`src/hdl/assert_macros.svh`:
```
// assertion macros for the rtl files of the sliding window min/max unit
// no dependencies; included by files that carry concurrent assertions
`ifndef ASSERT_MACROS_SVH
`define ASSERT_MACROS_SVH

// same-cycle implication, checked outside reset
`define SWMM_ASSERT_IMPL(label, clk, rst_n, ante, cons) \
    label: assert property (@(posedge clk) disable iff (!(rst_n)) (ante) |-> (cons)) \
        else $error("assertion failed: same-cycle implication");

// next-cycle implication, checked outside reset
`define SWMM_ASSERT_NEXT(label, clk, rst_n, ante, cons) \
    label: assert property (@(posedge clk) disable iff (!(rst_n)) (ante) |=> (cons)) \
        else $error("assertion failed: next-cycle implication");

`endif

```
`src/hdl/swmm_pkg.sv`:
```
// shared types and constants for the sliding window min/max unit
// no dependencies; used by swmm_ifs, swmm_deque and the top level
`timescale 1ns / 1ps
`default_nettype none

package swmm_pkg;

    // default parameter values
    localparam int WINDOW_MAX_DEF  = 64;
    localparam int SAMPLE_BITS_DEF = 16;

    // window size register
    localparam int                 CFG_W       = 7;
    localparam logic [CFG_W-1:0]   WSIZE_RESET = 7'd4;

    // running total
    localparam int                        TOTAL_W  = 48;
    localparam logic signed [TOTAL_W-1:0] TOTAL_HI = 48'sh7FFF_FFFF_FFFF;
    localparam logic signed [TOTAL_W-1:0] TOTAL_LO = 48'sh8000_0000_0000;

    // control from the top level to a deque
    typedef struct packed {
        logic start;
        logic clear;
    } t_dq_ctrl;

    // status from a deque to the top level
    typedef struct packed {
        logic busy;
    } t_dq_stat;

endpackage

`default_nettype wire

```
`src/hdl/swmm_ifs.sv`:
```
// sample and result channel interfaces with valid/ready handshake
// depends on swmm_pkg for default widths
`timescale 1ns / 1ps
`default_nettype none

interface swmm_smp_if
    import swmm_pkg::*;
#(
    parameter int SAMPLE_BITS = SAMPLE_BITS_DEF
);
    logic                          valid;
    logic                          ready;
    logic signed [SAMPLE_BITS-1:0] sample;
    logic                          last_sample;

    modport source (output valid, output sample, output last_sample, input ready);
    modport sink   (input valid, input sample, input last_sample, output ready);
endinterface

interface swmm_res_if
    import swmm_pkg::*;
#(
    parameter int SAMPLE_BITS = SAMPLE_BITS_DEF
);
    logic                          valid;
    logic                          ready;
    logic signed [SAMPLE_BITS-1:0] window_max;
    logic signed [SAMPLE_BITS-1:0] window_min;
    logic signed [TOTAL_W-1:0]     running_total;
    logic                          window_complete;
    logic                          is_final;

    modport source (output valid, output window_max, output window_min,
                    output running_total, output window_complete, output is_final,
                    input ready);
    modport sink   (input valid, input window_max, input window_min,
                    input running_total, input window_complete, input is_final,
                    output ready);
endinterface

`default_nettype wire

```
`src/hdl/swmm_ram.sv`:
```
// generic single-write, single-read ram with registered read data
// no dependencies
`timescale 1ns / 1ps
`default_nettype none

module swmm_ram #(
    parameter int WIDTH = 8,
    parameter int DEPTH = 64
) (
    input  wire logic                     i_clk,
    input  wire logic                     i_we,
    input  wire logic [$clog2(DEPTH)-1:0] i_waddr,
    input  wire logic [WIDTH-1:0]         i_wdata,
    input  wire logic                     i_re,
    input  wire logic [$clog2(DEPTH)-1:0] i_raddr,
    output logic      [WIDTH-1:0]         o_rdata
);
    logic [WIDTH-1:0] r_mem [DEPTH];

    always_ff @(posedge i_clk) begin
        if (i_we) begin
            r_mem[i_waddr] <= i_wdata;
        end
        if (i_re) begin
            o_rdata <= r_mem[i_raddr];
        end
    end
endmodule

`default_nettype wire

```
`src/hdl/swmm_deque.sv`:
```
// one monotonic deque of (value, age tag) entries held in a ram
// depends on swmm_pkg and swmm_ram
`timescale 1ns / 1ps
`default_nettype none

module swmm_deque
    import swmm_pkg::*;
#(
    parameter int   WINDOW_MAX  = WINDOW_MAX_DEF,
    parameter int   SAMPLE_BITS = SAMPLE_BITS_DEF,
    parameter logic IS_MAX      = 1'b1
) (
    input  wire logic                                  i_clk,
    input  wire logic                                  i_rst_n,
    input  wire t_dq_ctrl                              i_ctrl,
    input  wire logic signed [SAMPLE_BITS-1:0]         i_sample,
    input  wire logic [$clog2(2*WINDOW_MAX)-1:0]       i_pos,
    input  wire logic [$clog2(WINDOW_MAX+1)-1:0]       i_k,
    output t_dq_stat                                   o_stat,
    output logic signed [SAMPLE_BITS-1:0]              o_head_val
);
    localparam int AW      = $clog2(WINDOW_MAX);
    localparam int CW      = $clog2(WINDOW_MAX+1);
    localparam int PW      = $clog2(2*WINDOW_MAX);
    localparam int EW      = SAMPLE_BITS + PW;
    localparam logic [AW-1:0] LAST_IDX = AW'(WINDOW_MAX-1);
    localparam logic [PW:0]   POS_MOD  = (PW+1)'(2*WINDOW_MAX);

    localparam logic [1:0] DQ_IDLE  = 2'd0;
    localparam logic [1:0] DQ_FCHK  = 2'd1;
    localparam logic [1:0] DQ_BCHK  = 2'd2;
    localparam logic [1:0] DQ_WRITE = 2'd3;

    function automatic logic [AW-1:0] idx_inc(input logic [AW-1:0] idx);
        return (idx == LAST_IDX) ? '0 : idx + 1'b1;
    endfunction

    function automatic logic [AW-1:0] idx_dec(input logic [AW-1:0] idx);
        return (idx == '0) ? LAST_IDX : idx - 1'b1;
    endfunction

    logic [1:0]                    r_state, n_state;
    logic [AW-1:0]                 r_head, n_head;
    logic [AW-1:0]                 r_tail, n_tail;
    logic [CW-1:0]                 r_cnt, n_cnt;
    logic signed [SAMPLE_BITS-1:0] r_head_val, n_head_val;

    logic                          ram_we;
    logic                          ram_re;
    logic [AW-1:0]                 ram_raddr;
    logic [EW-1:0]                 ram_rdata;
    logic signed [SAMPLE_BITS-1:0] rd_val;
    logic [PW-1:0]                 rd_tag;
    logic [PW:0]                   age;
    logic                          too_old;
    logic                          beats;

    swmm_ram #(
        .WIDTH (EW),
        .DEPTH (WINDOW_MAX)
    ) u_ram (
        .i_clk   (i_clk),
        .i_we    (ram_we),
        .i_waddr (r_tail),
        .i_wdata ({i_sample, i_pos}),
        .i_re    (ram_re),
        .i_raddr (ram_raddr),
        .o_rdata (ram_rdata)
    );

    assign rd_val = ram_rdata[EW-1:PW];
    assign rd_tag = ram_rdata[PW-1:0];

    // age modulo the position range
    assign age     = (i_pos >= rd_tag) ? ({1'b0, i_pos} - {1'b0, rd_tag})
                                       : ({1'b0, i_pos} + POS_MOD - {1'b0, rd_tag});
    assign too_old = (32'(age) >= 32'(i_k));
    assign beats   = IS_MAX ? (i_sample > rd_val) : (i_sample < rd_val);

    always_comb begin
        n_state    = r_state;
        n_head     = r_head;
        n_tail     = r_tail;
        n_cnt      = r_cnt;
        n_head_val = r_head_val;
        ram_we     = 1'b0;
        ram_re     = 1'b0;
        ram_raddr  = r_head;
        case (r_state)
            DQ_IDLE: begin
                if (i_ctrl.clear) begin
                    n_head = '0;
                    n_tail = '0;
                    n_cnt  = '0;
                end else if (i_ctrl.start) begin
                    if (r_cnt == '0) begin
                        n_state = DQ_WRITE;
                    end else begin
                        ram_re    = 1'b1;
                        ram_raddr = r_head;
                        n_state   = DQ_FCHK;
                    end
                end
            end
            DQ_FCHK: begin
                // drop expired entries from the front
                if (too_old) begin
                    n_head = idx_inc(r_head);
                    n_cnt  = r_cnt - 1'b1;
                    if (r_cnt == CW'(1)) begin
                        n_state = DQ_WRITE;
                    end else begin
                        ram_re    = 1'b1;
                        ram_raddr = idx_inc(r_head);
                    end
                end else begin
                    n_head_val = rd_val;
                    ram_re     = 1'b1;
                    ram_raddr  = idx_dec(r_tail);
                    n_state    = DQ_BCHK;
                end
            end
            DQ_BCHK: begin
                // drop dominated entries from the back
                if (beats) begin
                    n_tail = idx_dec(r_tail);
                    n_cnt  = r_cnt - 1'b1;
                    if (r_cnt == CW'(1)) begin
                        n_state = DQ_WRITE;
                    end else begin
                        ram_re    = 1'b1;
                        ram_raddr = idx_dec(idx_dec(r_tail));
                    end
                end else begin
                    n_state = DQ_WRITE;
                end
            end
            DQ_WRITE: begin
                // live entries are younger than the window, so the ram never overflows
                ram_we = 1'b1;
                n_tail = idx_inc(r_tail);
                n_cnt  = r_cnt + 1'b1;
                if (r_cnt == '0) begin
                    n_head_val = i_sample;
                end
                n_state = DQ_IDLE;
            end
            default: begin
                n_state = DQ_IDLE;
            end
        endcase
    end

    always_ff @(posedge i_clk) begin
        if (!i_rst_n) begin
            r_state <= DQ_IDLE;
            r_head  <= '0;
            r_tail  <= '0;
            r_cnt   <= '0;
        end else begin
            r_state <= n_state;
            r_head  <= n_head;
            r_tail  <= n_tail;
            r_cnt   <= n_cnt;
        end
        r_head_val <= n_head_val;
    end

    assign o_stat.busy = (r_state != DQ_IDLE);
    assign o_head_val  = r_head_val;
endmodule

`default_nettype wire

```
`src/hdl/sliding_window_min_max_sum_unit.sv`:
```
// sliding window min/max unit with saturating running total of max plus min
// depends on swmm_pkg, swmm_ifs, swmm_deque, swmm_ram and assert_macros.svh
`timescale 1ns / 1ps
`default_nettype none

// Takes one signed sample per transaction on i_smp and tracks the maximum and
// minimum of the last window_size samples with two monotonic deques, each held
// in its own ram of WINDOW_MAX entries (value plus age tag). Once the window is
// full, each sample gives one result transaction on o_res with the window max,
// the window min and a running total of max plus min, saturating at the signed
// 48-bit range. A sample with last_sample set gives a result marked is_final
// and clears the stream state (window_size is kept); if the window never filled
// in the current stream, that final result carries zero max/min. Samples are
// handled one at a time: each passes through accept, front check, back check,
// deque write, a state that sees both deques done, and finish, with one more
// front or back check for each deque entry it pops; the two deques work in
// parallel, so the one with more pops sets the pace, and a deque that runs
// empty skips its remaining checks; for the first sample of a stream it goes
// straight to the deque write. Each pop needs its own check because the deque
// ram has registered read data and the next pop decision needs that read. A
// finished result waits in an output register, so a new sample is taken while
// it is unread; the block stalls only when a second result is ready before the
// first is taken. window_size must be written through i_cfg_we/i_cfg_wdata
// only while idle; the block itself does not enforce this. Zero acts as one and
// values above WINDOW_MAX act as WINDOW_MAX. No clearing pass is needed after reset.
module sliding_window_min_max_sum_unit
    import swmm_pkg::*;
#(
    parameter int WINDOW_MAX  = WINDOW_MAX_DEF,
    parameter int SAMPLE_BITS = SAMPLE_BITS_DEF
) (
    input  wire logic             i_clk,
    input  wire logic             i_rst_n,
    input  wire logic             i_cfg_we,
    input  wire logic [CFG_W-1:0] i_cfg_wdata,
    swmm_smp_if.sink              i_smp,
    swmm_res_if.source            o_res
);
    `include "assert_macros.svh"

    localparam int CW = $clog2(WINDOW_MAX+1);
    localparam int PW = $clog2(2*WINDOW_MAX);
    localparam logic [PW-1:0] LAST_POS = PW'(2*WINDOW_MAX-1);
    localparam logic [CW-1:0] CNT_MAX  = CW'(WINDOW_MAX);

    // top level sequencer
    localparam logic [1:0] S_IDLE = 2'd0;
    localparam logic [1:0] S_RUN  = 2'd1;
    localparam logic [1:0] S_FIN  = 2'd2;

    logic [1:0]                    r_state, n_state;
    logic [CFG_W-1:0]              r_wsize;
    logic signed [SAMPLE_BITS-1:0] r_sample;
    logic                          r_last;
    logic [PW-1:0]                 r_pos, n_pos;
    logic [CW-1:0]                 r_count, n_count;
    logic signed [TOTAL_W-1:0]     r_total, n_total;
    logic                          r_filled, n_filled;

    // output register
    logic                          r_out_valid, n_out_valid;
    logic signed [SAMPLE_BITS-1:0] r_out_max, n_out_max;
    logic signed [SAMPLE_BITS-1:0] r_out_min, n_out_min;
    logic signed [TOTAL_W-1:0]     r_out_total, n_out_total;
    logic                          r_out_cmpl, n_out_cmpl;
    logic                          r_out_final, n_out_final;

    logic [CW-1:0]                 win_k;
    logic                          accept;
    t_dq_ctrl                      dq_ctrl;
    t_dq_stat                      max_stat;
    t_dq_stat                      min_stat;
    logic signed [SAMPLE_BITS-1:0] max_head;
    logic signed [SAMPLE_BITS-1:0] min_head;
    logic [CW-1:0]                 count_inc;
    logic                          full;
    logic                          has_res;
    logic                          slot_free;
    logic signed [TOTAL_W:0]       sum_wide;
    logic signed [TOTAL_W-1:0]     sum_sat;

    // clamp window size into 1..WINDOW_MAX
    always_comb begin
        if (r_wsize == '0) begin
            win_k = CW'(1);
        end else if (32'(r_wsize) > WINDOW_MAX) begin
            win_k = CNT_MAX;
        end else begin
            win_k = CW'(r_wsize);
        end
    end

    assign accept      = i_smp.valid && i_smp.ready;
    assign i_smp.ready = (r_state == S_IDLE);

    swmm_deque #(
        .WINDOW_MAX  (WINDOW_MAX),
        .SAMPLE_BITS (SAMPLE_BITS),
        .IS_MAX      (1'b1)
    ) u_max_dq (
        .i_clk      (i_clk),
        .i_rst_n    (i_rst_n),
        .i_ctrl     (dq_ctrl),
        .i_sample   (r_sample),
        .i_pos      (r_pos),
        .i_k        (win_k),
        .o_stat     (max_stat),
        .o_head_val (max_head)
    );

    swmm_deque #(
        .WINDOW_MAX  (WINDOW_MAX),
        .SAMPLE_BITS (SAMPLE_BITS),
        .IS_MAX      (1'b0)
    ) u_min_dq (
        .i_clk      (i_clk),
        .i_rst_n    (i_rst_n),
        .i_ctrl     (dq_ctrl),
        .i_sample   (r_sample),
        .i_pos      (r_pos),
        .i_k        (win_k),
        .o_stat     (min_stat),
        .o_head_val (min_head)
    );

    // count saturates at the deque depth
    assign count_inc = (r_count == CNT_MAX) ? r_count : r_count + 1'b1;
    assign full      = (count_inc >= win_k);
    assign has_res   = full || r_last;
    assign slot_free = !r_out_valid || o_res.ready;

    // saturating add of max plus min into the total
    assign sum_wide = (TOTAL_W+1)'(r_total) + (TOTAL_W+1)'(max_head)
                    + (TOTAL_W+1)'(min_head);
    always_comb begin
        if (sum_wide[TOTAL_W] != sum_wide[TOTAL_W-1]) begin
            sum_sat = sum_wide[TOTAL_W] ? TOTAL_LO : TOTAL_HI;
        end else begin
            sum_sat = sum_wide[TOTAL_W-1:0];
        end
    end

    always_comb begin
        n_state       = r_state;
        n_pos         = r_pos;
        n_count       = r_count;
        n_total       = r_total;
        n_filled      = r_filled;
        n_out_valid   = r_out_valid && !o_res.ready;
        n_out_max     = r_out_max;
        n_out_min     = r_out_min;
        n_out_total   = r_out_total;
        n_out_cmpl    = r_out_cmpl;
        n_out_final   = r_out_final;
        dq_ctrl.start = 1'b0;
        dq_ctrl.clear = 1'b0;
        case (r_state)
            S_IDLE: begin
                if (accept) begin
                    dq_ctrl.start = 1'b1;
                    n_state       = S_RUN;
                end
            end
            S_RUN: begin
                // both deques run in parallel; wait for the slower one
                if (!max_stat.busy && !min_stat.busy) begin
                    n_state = S_FIN;
                end
            end
            S_FIN: begin
                if (!has_res || slot_free) begin
                    n_pos   = (r_pos == LAST_POS) ? '0 : r_pos + 1'b1;
                    n_count = count_inc;
                    if (full) begin
                        n_total  = sum_sat;
                        n_filled = 1'b1;
                    end
                    // the output register is only touched when a result is made
                    if (has_res) begin
                        n_out_valid = 1'b1;
                        n_out_final = r_last;
                        if (full) begin
                            n_out_max   = max_head;
                            n_out_min   = min_head;
                            n_out_total = sum_sat;
                            n_out_cmpl  = 1'b1;
                        end else begin
                            // stream ended before the window filled
                            n_out_max   = '0;
                            n_out_min   = '0;
                            n_out_total = r_total;
                            n_out_cmpl  = r_filled;
                        end
                    end
                    if (r_last) begin
                        dq_ctrl.clear = 1'b1;
                        n_pos         = '0;
                        n_count       = '0;
                        n_total       = '0;
                        n_filled      = 1'b0;
                    end
                    n_state = S_IDLE;
                end
            end
            default: begin
                n_state = S_IDLE;
            end
        endcase
    end

    always_ff @(posedge i_clk) begin
        if (!i_rst_n) begin
            r_state     <= S_IDLE;
            r_wsize     <= WSIZE_RESET;
            r_pos       <= '0;
            r_count     <= '0;
            r_total     <= '0;
            r_filled    <= 1'b0;
            r_out_valid <= 1'b0;
        end else begin
            r_state     <= n_state;
            r_pos       <= n_pos;
            r_count     <= n_count;
            r_total     <= n_total;
            r_filled    <= n_filled;
            r_out_valid <= n_out_valid;
            if (i_cfg_we) begin
                r_wsize <= i_cfg_wdata;
            end
        end
        if (accept) begin
            r_sample <= i_smp.sample;
            r_last   <= i_smp.last_sample;
        end
        r_out_max   <= n_out_max;
        r_out_min   <= n_out_min;
        r_out_total <= n_out_total;
        r_out_cmpl  <= n_out_cmpl;
        r_out_final <= n_out_final;
    end

    assign o_res.valid           = r_out_valid;
    assign o_res.window_max      = r_out_max;
    assign o_res.window_min      = r_out_min;
    assign o_res.running_total   = r_out_total;
    assign o_res.window_complete = r_out_cmpl;
    assign o_res.is_final        = r_out_final;

    // checks
    `SWMM_ASSERT_IMPL(a_max_ge_min, i_clk, i_rst_n, o_res.valid, o_res.window_max >= o_res.window_min)
    `SWMM_ASSERT_IMPL(a_accept_dq_idle, i_clk, i_rst_n, accept, !max_stat.busy && !min_stat.busy)
    `SWMM_ASSERT_NEXT(a_accept_runs, i_clk, i_rst_n, accept, r_state == S_RUN)
    `SWMM_ASSERT_IMPL(a_count_range, i_clk, i_rst_n, 1'b1, r_count <= CNT_MAX)

endmodule

`default_nettype wire
```
`src/flat_wrapper.sv`:
```
// flat-port wrapper written by rule: the top's interface ports become plain ports
module sliding_window_min_max_sum_unit_flat import swmm_pkg::*;
#(
    parameter int WINDOW_MAX  = WINDOW_MAX_DEF,
    parameter int SAMPLE_BITS = SAMPLE_BITS_DEF
)
  (i_clk, i_rst_n, i_cfg_we, i_cfg_wdata, i_smp_valid, i_smp_sample, i_smp_last_sample, i_smp_ready, o_res_valid, o_res_window_max, o_res_window_min, o_res_running_total, o_res_window_complete, o_res_is_final, o_res_ready);
  swmm_smp_if #(.SAMPLE_BITS(SAMPLE_BITS)) i_smp_i ();
  swmm_res_if #(.SAMPLE_BITS(SAMPLE_BITS)) o_res_i ();
  input  wire logic i_clk;
  input  wire logic i_rst_n;
  input  wire logic i_cfg_we;
  input  wire logic [CFG_W-1:0] i_cfg_wdata;
  input wire logic [$bits(i_smp_i.valid)-1:0] i_smp_valid;
  input wire logic [$bits(i_smp_i.sample)-1:0] i_smp_sample;
  input wire logic [$bits(i_smp_i.last_sample)-1:0] i_smp_last_sample;
  output wire logic [$bits(i_smp_i.ready)-1:0] i_smp_ready;
  output wire logic [$bits(o_res_i.valid)-1:0] o_res_valid;
  output wire logic [$bits(o_res_i.window_max)-1:0] o_res_window_max;
  output wire logic [$bits(o_res_i.window_min)-1:0] o_res_window_min;
  output wire logic [$bits(o_res_i.running_total)-1:0] o_res_running_total;
  output wire logic [$bits(o_res_i.window_complete)-1:0] o_res_window_complete;
  output wire logic [$bits(o_res_i.is_final)-1:0] o_res_is_final;
  input wire logic [$bits(o_res_i.ready)-1:0] o_res_ready;
  assign i_smp_i.valid = i_smp_valid;
  assign i_smp_i.sample = i_smp_sample;
  assign i_smp_i.last_sample = i_smp_last_sample;
  assign i_smp_ready = i_smp_i.ready;
  assign o_res_valid = o_res_i.valid;
  assign o_res_window_max = o_res_i.window_max;
  assign o_res_window_min = o_res_i.window_min;
  assign o_res_running_total = o_res_i.running_total;
  assign o_res_window_complete = o_res_i.window_complete;
  assign o_res_is_final = o_res_i.is_final;
  assign o_res_i.ready = o_res_ready;
  sliding_window_min_max_sum_unit #(.WINDOW_MAX(WINDOW_MAX), .SAMPLE_BITS(SAMPLE_BITS)) u_core (.i_clk(i_clk), .i_rst_n(i_rst_n), .i_cfg_we(i_cfg_we), .i_cfg_wdata(i_cfg_wdata), .i_smp(i_smp_i), .o_res(o_res_i));
endmodule
```
`config.mk`:
```
export PLATFORM = sky130hd
export DESIGN_NAME = sliding_window_min_max_sum_unit_flat
export DESIGN_NICKNAME = d
export VERILOG_FILES = /design/src/hdl/swmm_pkg.sv /design/src/hdl/swmm_ifs.sv /design/src/hdl/swmm_ram.sv /design/src/hdl/swmm_deque.sv /design/src/hdl/sliding_window_min_max_sum_unit.sv /design/src/flat_wrapper.sv
export VERILOG_INCLUDE_DIRS = /design/src /design/src/hdl
export SDC_FILE = /design/constraint.sdc
export NUM_CORES = 2
export LEC_CHECK = 0
export BUFFER_PORTS_ARGS = -buffer_cell sky130_fd_sc_hd__buf_2
export CORE_ASPECT_RATIO = 0.6
export CORE_MARGIN = 4
export CORE_UTILIZATION = 55
export CTS_CLUSTER_DIAMETER = 200
export DETAILED_ROUTE_END_ITERATION = 12
export GPL_ROUTABILITY_DRIVEN = 0
export PLACE_DENSITY = 0.85
export SYNTH_ARGS = -nofsm -noshare
export SYNTH_HDL_FRONTEND = slang
export SYNTH_HIERARCHICAL = 1
export SYNTH_SLANG_ARGS = --single-unit
```
`constraint.sdc`:
```
create_clock -name i_clk -period 6.5 [get_ports i_clk]
set_input_delay 1.3 -clock i_clk [delete_from_list [all_inputs] [get_ports i_clk]]
set_output_delay 1.3 -clock i_clk [all_outputs]
set_load 0.01 [all_outputs]
```
==> flow_metrics.env <==
export IMPL_drtIter0Drc=13325
export IMPL_syn_mean_instance_area_sq_um=19.0
export IMPL_cts_setup_buffers=0
export IMPL_ctsHoldBuffers=0
export IMPL_min_path_type="flop to flop"
export IMPL_clkTransAtPathRegs_ns=0.07
export IMPL_clkLatencyLatePin_ns=0.86
export IMPL_synth_nets=7174
export IMPL_synth_edf_count=3121
export IMPL_clock_fmax_ghz=0.151
export IMPL_setup_viol=3
export IMPL_cts_htree_levels=5
export IMPL_p_leak_nw=44.6
export IMPL_routed_via_density=7.04
export IMPL_p_per_area_mw_per_mm2=413
export IMPL_core_area_sq_mm=0.237
export IMPL_ys_warn_count=6
export IMPL_via_count=75059
export IMPL_drv_slew=0
export IMPL_rrSetupSlack_ns=-0.10
export IMPL_holdWs_ns=0.491
export IMPL_tightest_slew_ns=1.29
export IMPL_nNetsFinal=7512
export IMPL_criticalPathCategory="flop to flop"
export IMPL_dieArea_sq_mm=0.248
export IMPL_cp_max_fo=11
export IMPL_grt_pass1_vias=72431
export IMPL_worstSetupEndpointType="flop"
export IMPL_period_minus_slack_ns=6.60
export IMPL_vdd_drop_max_uv=387
export IMPL_seq_area_frac_synth=0.727
export IMPL_final_design_area_no_fill_sq_mm=0.147
export IMPL_cp_required_ns=7.10
export IMPL_syn_inst=6952
export IMPL_numCtsBuffers=285
export IMPL_cp_arrival_ns=7.20
export IMPL_relSlewSlack=0.138
export IMPL_tritoncts="yes"
export IMPL_place_area_sq_mm=0.138
export IMPL_drv_cap=0
export IMPL_drive_gt1_frac=0.243
export IMPL_dieHeight_um=387
export IMPL_netlist_area_sq_mm=0.132
export IMPL_start_util=0.556
export IMPL_ios=113
export IMPL_skew_ns=0.0662
export IMPL_grt_pass1_wl_um=520000
export IMPL_setup_slack_ns=-0.101
export IMPL_grt_total_usage=0.290
export IMPL_wl_per_cell_um=34.1
export IMPL_area_delta_synth_final_pct=11.4
export IMPL_synth_distinct_cells=111
export IMPL_hold_viol_final=0
export IMPL_power_mw=60.7
export IMPL_dp_hpwl_um=225000
export IMPL_clock_path_buffers=4
export IMPL_final_antenna_net_count=0
export IMPL_violations="setup timing"
export IMPL_rows=138
export IMPL_tns_ns=-0.181
export IMPL_drc=0
export IMPL_drt_first_pass_iters=9
export IMPL_fin_crit_sh=1.02
export IMPL_grt_max_degree=132
export IMPL_antenna_found_initial=41
export IMPL_status="complete, but fails checks"
export IMPL_grt_overflow=0
export IMPL_yosys_register_bits=3236
export IMPL_ctsResizeCount=0
export IMPL_port_buffers=112
export IMPL_cts_sinks=3236
export IMPL_die_w_um=640
export IMPL_synth_ff_type="edfxtp_1"
export IMPL_cts_root_buf="clkbuf_16"
export IMPL_drt_total_wl_um=363000
export IMPL_synthArstFlopShare=0
export IMPL_critPathLaunchType="flop"
-- layout make-up --
type	count	area [sq um]
well taps	3150	3940
diodes	21	52.6
multi-input cells	3221	34400
clock buffers	341	7520
repair buffers	420	3410
fillers	15646	90100
clock inverters	149	1210
flip-flops and latches	3236	96000
inverters	126	475
-- synthesized netlist by cell type (12+ instances only) --
master,instances,area [sq um]
xor2_1,36,315
or3_1,16,100
buf_4,62,465
a221o_1,15,150
nor2b_1,24,150
o21ai_1,52,260
mux2i_1,142,1420
and2_1,48,300
and3_1,15,93.8
edfxtp_1,3121,93700
a31oi_1,17,106
nand4_1,25,156
nor2_1,319,1200
a22oi_1,98,736
buf_1,12,45.0
a211oi_1,37,278
mux4_2,735,16600
o21bai_1,12,90.1
and4_1,17,149
nand3_1,127,636
o211ai_1,27,203
a22o_1,41,359
a21o_1,35,263
nand2_1,307,1150
clkbuf_1,199,747
nand3b_1,28,210
o21ai_0,161,806
ha_1,142,1780
mux2_2,35,394
inv_1,125,469
dfxtp_1,115,2300
a21oi_1,215,1080
xnor2_1,39,342
a221oi_1,28,245
o221ai_1,29,254
o21a_1,13,97.6
buf_2,64,320
nor3_1,48,240
o22ai_1,62,388
o31ai_1,12,90.1
fa_1,51,1020
nand2b_1,24,150
buf_6,25,282
-- critical path, cell delays in order (launching register included) --
cell and delay (ns):
dfxtp_1 0.55, nor3_1 0.11, a21oi_1 0.55, nor2_1 0.25, ha_1 0.36, nand2b_1 0.14
a2111oi_0 0.45, o21ai_0 0.25, a31oi_4 0.38, buf_4 0.26, mux2i_1 0.21, nor2_1 0.05
a221o_1 0.45, buf_4 0.29, nor2_2 0.54, a22oi_1 0.23, buf_4 0.21, nand3_1 0.44
and4_1 0.59
-- report_power, final --
group / switching [mW] / leakage, nW / internal, mW
Combinational: 12.4 / 12.3 / 7.51
Sequential: 0.608 / 28.1 / 23.8
Clock: 7.46 / 4.25 / 8.92
Total: 20.5 / 44.6 / 40.2
-- stage by stage --
stage,utilization,worst slack [ns],std cells
floorplan,-,0.0778,6952
global placement,0.583,0.366,10153
detailed placement,0.583,0.209,10153
CTS,0.619,0.0913,10643
global route,0.620,-0.0283,10645
finish,0.620,-0.101,10664
-- path summary, 6_finish.rpt --
check,from,end,depth (start not counted)
hold reg to reg,u_core/r_total[19],u_core/r_total[19],2
hold / removal,u_core/r_total[19],u_core/r_total[19],2
setup / recovery,u_core/r_wsize[1],u_core/u_max_dq/u_ram/o_rdata[11],18
setup reg to reg,u_core/r_wsize[1],u_core/u_max_dq/u_ram/o_rdata[11],18
-- per-layer routing --
layer	GRT usage	wire, um	vias to the layer above
li1	-	-	29082
met1	0.420	131000	38277
met2	0.396	153000	6743
met3	0.121	63200	945
met4	0.107	16500	12
met5	0	80	-
-- layout by cell type, fill, tap and decap left out, types with 139 or more instances in the layout --
cell	netlist	layout
edfxtp_1	3121	3121
mux4_2	735	735
nand2_1	307	307
clkbuf_16	0	293
buf_4	62	263
a21oi_1	215	214
nor2_1	319	190
o21ai_0	161	161
ha_1	142	140
mux2i_1	142	139
-- cells by family after synthesis --
logic type,share of synthesized area
flip-flops,0.727
adder cells (fa/ha/maj),0.0214
multiplexers,0.139
buffers and inverters,0.0182
AO/OA/AOI/OAI,0.0483
XOR/XNOR,0.00510
AND/OR/NAND/NOR,0.0402
-- state kept, by name, indices dropped and copies added, names as in the netlist, 16 cells and up --
signal / flops
u_core/o_res.window_min: 16
u_core/r_total: 48
u_core/u_max_dq/o_head_val: 16
u_core/u_min_dq/u_ram/r_mem: 1472
u_core/u_max_dq/u_ram/o_rdata: 23
u_core/o_res.running_total: 48
u_core/u_min_dq/o_head_val: 16
u_core/u_max_dq/u_ram/r_mem: 1472
u_core/r_sample: 16
u_core/o_res.window_max: 16
u_core/u_min_dq/u_ram/o_rdata: 23
Power figures use the tool's default switching activity.
